[src/sv/complex_number_alu_macros.svh]
// assertion helpers for the complex number alu
`ifndef COMPLEX_NUMBER_ALU_MACROS_SVH
`define COMPLEX_NUMBER_ALU_MACROS_SVH

`ifndef ASSERT_OFF
// checked on every rising clock edge, switched off while reset is applied
`define CNA_ASSERT(lbl, prop) \
	lbl: assert property (@(posedge clk) disable iff (!arst_n) prop) \
		else $error("complex_number_alu check failed");
// checked on every rising clock edge, reset included
`define CNA_ASSERT_ALWAYS(lbl, prop) \
	lbl: assert property (@(posedge clk) prop) \
		else $error("complex_number_alu check failed");
`else
`define CNA_ASSERT(lbl, prop)
`define CNA_ASSERT_ALWAYS(lbl, prop)
`endif

`endif

[src/sv/cna_pkg.sv]
package cna_pkg;

	localparam int FRAC_BITS = 16;
	localparam int DW        = 32;
	localparam int PW        = 2 * DW;
	localparam int SAT_W     = PW - FRAC_BITS + 1;
	localparam int REM_W     = DW + 2;
	localparam int ITERS     = 2;
	localparam int SQ_STAGES = (PW / 2) / ITERS;

	localparam logic [DW-1:0] S_MAX = {1'b0, {(DW-1){1'b1}}};
	localparam logic [DW-1:0] S_MIN = {1'b1, {(DW-1){1'b0}}};

	typedef enum logic [2:0] {
		MODE_ADD  = 3'd0,
		MODE_SUB  = 3'd1,
		MODE_MUL  = 3'd2,
		MODE_MOD  = 3'd3,
		MODE_CONJ = 3'd4
	} mode_t;

	// result of the non-root modes, carried alongside the root pipeline
	typedef struct packed {
		logic          is_mod;
		logic [DW-1:0] re;
		logic [DW-1:0] im;
		logic          ovf;
	} side_t;

	typedef struct packed {
		logic [PW-1:0]    rad;
		logic [REM_W-1:0] rem;
		logic [DW-1:0]    root;
		side_t            side;
	} sq_t;

	typedef struct packed {
		logic en;
		logic vld;
	} stg_ctl_t;

endpackage

[src/sv/cna_sqrt_stage.sv]
module cna_sqrt_stage (
	input  logic              clk,
	input  logic              arst_n,
	input  cna_pkg::stg_ctl_t ctl,
	input  cna_pkg::sq_t      d,
	output logic              vld,
	output cna_pkg::sq_t      q
);
	import cna_pkg::*;

	logic valid_q;
	sq_t  data_q;
	sq_t  nxt;

	// two restoring square root digits per stage
	always_comb begin
		logic [REM_W+1:0] shifted;
		logic [REM_W+2:0] diff;
		nxt = d;
		for (int i = 0; i < ITERS; i++) begin
			shifted = {nxt.rem, nxt.rad[PW-1 -: 2]};
			diff    = {1'b0, shifted} - {3'b000, nxt.root, 2'b01};
			if (!diff[REM_W+2]) begin
				nxt.rem  = diff[REM_W-1:0];
				nxt.root = {nxt.root[DW-2:0], 1'b1};
			end else begin
				nxt.rem  = shifted[REM_W-1:0];
				nxt.root = {nxt.root[DW-2:0], 1'b0};
			end
			nxt.rad = {nxt.rad[PW-3:0], 2'b00};
		end
	end

	always_ff @(posedge clk or negedge arst_n) begin
		if (!arst_n) begin
			valid_q <= 1'b0;
		end else if (ctl.en) begin
			valid_q <= ctl.vld;
		end
	end

	always_ff @(posedge clk) begin
		if (ctl.en) begin
			data_q <= nxt;
		end
	end

	assign vld = valid_q;
	assign q   = data_q;

endmodule

[config.mk]
export PLATFORM = sky130hd
export DESIGN_NAME = cna_sqrt_stage
export DESIGN_NICKNAME = d
export VERILOG_FILES = /design/src/sv/complex_number_alu_macros.svh /design/src/sv/cna_pkg.sv /design/src/sv/cna_sqrt_stage.sv
export SDC_FILE = /design/constraint.sdc
export NUM_CORES = 1
export LEC_CHECK = 0
export CAP_MARGIN = 20
export CORE_AREA = 2 2 154 156
export CTS_CLUSTER_DIAMETER = 50
export DETAILED_ROUTE_END_ITERATION = 7
export DIE_AREA = 0 0 156 158
export DONT_BUFFER_PORTS = 1
export PLACE_DENSITY_LB_ADDON = 0.05
export SLEW_MARGIN = 0
export SYNTH_ARGS = -nofsm -noshare
export SYNTH_HDL_FRONTEND = slang
export SYNTH_SLANG_ARGS = --single-unit
[constraint.sdc]
create_clock -name clk -period 0.8 [get_ports clk]
set_input_delay 0.16 -clock clk [delete_from_list [all_inputs] [get_ports clk]]
set_output_delay 0.16 -clock clk [all_outputs]
set_load 0.03 [all_outputs]
==> results.cfg <==
[outcome]
status = finished, violations left
violations = hold timing, setup timing

[route]
drt_iter0_markers = 705
vias_per_cell = 5.503
vias = 9256
drtPass1Iterations = 5
drc = 0
wirelength_mm = 38.77
detail-route-antenna-nets = 0
post_drt_wl_per_cell_um = 23.05

[critical_path]
rr_startpoint = vld
start_kind = input port
worstSetupPathType = in2reg
r2r_slack_ns = -0.02
path_cells = clkinvlp_4 -> ha_4 -> nor2b_1 -> o2111ai_2 -> a21oi_4 -> nor2_4 -> o32ai_4 -> a21oi_4 -> buf_12 -> mux2i_4 -> ha_4 -> a21o_1 -> a21o_1 -> a21oi_2 -> o211ai_1 -> a221o_1 -> a21oi_2 -> nand4_1 -> o2111ai_2 -> o211ai_4 -> buf_12 -> mux2_4
worst_r2r_path_depth = 1
crit_path_end_kind = flip-flop
cp.required_ns = 1.00
cp.arrival_ns = 4.69
critical_path.max_fanout = 13
critPathMaxStageDelay_ns = 0.36
regToRegEndpoint = vld
slowest_stage = a221o_1

[layout]
fin_cells = 1682
final_nets = 1643
layout-drive-gt1-share_pct = 39.71
syn2layout_area_growth_pct = 65.56

[synthesis]
syn-cell-area_um2 = 10440
synth.most_common_cell = edfxtp_1
ys_seq_area_share_pct = 55.47
yosysTopAreaCellShare_pct = 55.23
yosysTopAreaCell = edfxtp_1
synth-seq-cells = 193
synth_edf_count = 192
synthTopCellsByArea = edfxtp_1 55%, ha_1 7.9%, a21oi_1 3.5%
ys_warn_count = 0
ys_async_sr_fraction_pct = 0.5181
ys_types = 69
syn_area_per_cell_um2 = 11.93
netlist_instances = 875
synth_flop_cell = edfxtp_1
synth.top_cells.by_count = 192 x edfxtp_1, 74 x a21oi_1, 66 x ha_1, 62 x nand2_1, 58 x inv_1

[sta]
timing.final.crit_period_ns = 4.487
rsz0062_at_grt = true
hold_viol = 69
setup_viol = 230
period_share_pct = 560.9
layout_setup_ws_ns = -3.687
hold_ws_ns = -0.1764
setup_tns_ns = -197.75
timing.fmax_mhz = 222.8
slew_violations = 0
finalClockSkew_ns = 0

[place]
portBuffers = 0
place_inst = 1459
place_hpwl_mm = 27.18
routabilityCongestion = 0.9077

[hold_path]
hp-start = ctl[1]
hp-class = in2reg
min_path_cells = 0
holdPathEnd = q[53]

[flow_run]
maxCapViolations = 0

[cts]
clockBufferDepth = 2
postCtsHoldBufs = 160
htreeDepth = 4
cts_sinks = 193
cts_root_buf = clkbuf_16
cts_tree = done
cts_buffers = 17
clkTransAtPathRegs_ns = 0.08
clk_latency_ns = 0.44

[global_routing]
overflow = 0
grt_pass1_vias = 9333
grt_usage_pct = 29.98
grt_antenna_before_repair = 1
grt_first_pass_wirelength_mm = 55.11
grt_start_max_net_pins = 194

[die]
fp.dieH_um = 158
io_pins = 397
placementRows = 56
die-width_um = 156
coreArea_um2 = 23050
initial_core_util_pct = 45.28
die-area_um2 = 24650

[pwr]
powerDensity_nw_per_um2 = 2369
ir_drop_mv = 1.417
p_leak_nw = 7.103
-- cell usage in the layout (no fill, tap or decap), types with 23 or more instances in the layout --
| cell type | netlist | routed |
|---|---|---|
| ha_4 | 0 | 31 |
| nand2_1 | 62 | 58 |
| edfxtp_1 | 192 | 192 |
| a21oi_1 | 74 | 55 |
| xnor2_1 | 39 | 38 |
| dlygate4sd3_1 | 0 | 160 |
| o21ai_0 | 50 | 23 |
| nor2_1 | 46 | 31 |
| a21o_1 | 36 | 36 |
| buf_4 | 4 | 268 |
| buf_12 | 0 | 61 |
| inv_1 | 58 | 40 |
| ha_1 | 66 | 34 |
-- cells by family after synthesis --
logic type / count (synthesis) / share of synthesized area, %
AOI/OAI and AO/OA: 238 / 15.08
and+or+nand+nor: 208 / 9.733
DFF: 193 / 55.47
buffers and inverters: 84 / 3.656
adders and majority gates: 66 / 7.911
xor gates and xnor gates: 56 / 4.699
muxes: 29 / 3.416
other: 1 / 0.03592
-- what timing repair did --
| action | in CTS | in global routing |
|---|---|---|
| cloned | 2 | 1 |
| setup buffers | 15 | 11 |
| gates resized for setup | 90 | 84 |
| setup endpoints to repair | 229 | 229 |
| pin swaps | 34 | 34 |
| hold endpoints to repair | 351 | 192 |
-- layer usage --
metal	wire length [um]	part of all wire [%]	GRT usage (%)
met2	19380	50	51.71
met3	2767	7.1	7.829
met5	0	0	0
met1	15500	40	36.76
met4	1117	2.9	9.961
-- where the power goes --
group	internal [mW]	leakage (nW)	total [mW]	switching (mW)
registers	12.9	1.89	15.4	2.49
clock network	4.39	0.306	9.23	4.84
logic	8.86	4.91	16.3	7.49
-- layout make-up --
type                    instances  area, um^2
well taps                     290       362.8
diodes                          2       5.005
clock buffers                  17       425.4
fillers                      1542        5769
flip-flops and latches        193        5792
clock inverters                15       212.7
multi-input cells             601        5145
inverters                      59       271.5
repair buffers                505        5069
-- registers in the layout (all words and copies together) (netlist names) --
signal  count
q         192
vld         1
-- through the flow --
stage          total power, mW  utilization [%]  instance area, um^2  setup WS, ns
2_1_floorplan            22.43                -                10750        -3.874
3_3_place_gp             29.02            60.92                14040        -4.553
3_5_place_dp             29.12            60.92                14040        -4.499
4_1_cts                  39.88            72.92                16810        -3.655
5_1_grt                  42.48            74.96                17280        -3.807
6_report                 40.95            74.97                17280        -3.687
-- critical path, delay by kind of cell --
kind / cells / cell delay (ns)
multiplexers: 2 / 0.52
AND/OR/NAND/NOR: 3 / 0.49
AO/OA/AOI/OAI: 12 / 2.47
buffers and inverters: 3 / 0.47
adder cells (fa/ha/maj): 2 / 0.53
-- worst max-delay path by stage --
stage          start     end  cells past startpoint
3_3_place_gp   d[95]  q[130]                     23
2_1_floorplan  d[91]  q[129]                     24
3_5_place_dp   d[95]  q[130]                     23
4_1_cts        d[91]  q[130]                     23
5_1_grt        d[76]  q[111]                     25
6_report       d[66]  q[111]                     22
(Power assumes the default switching activity.)
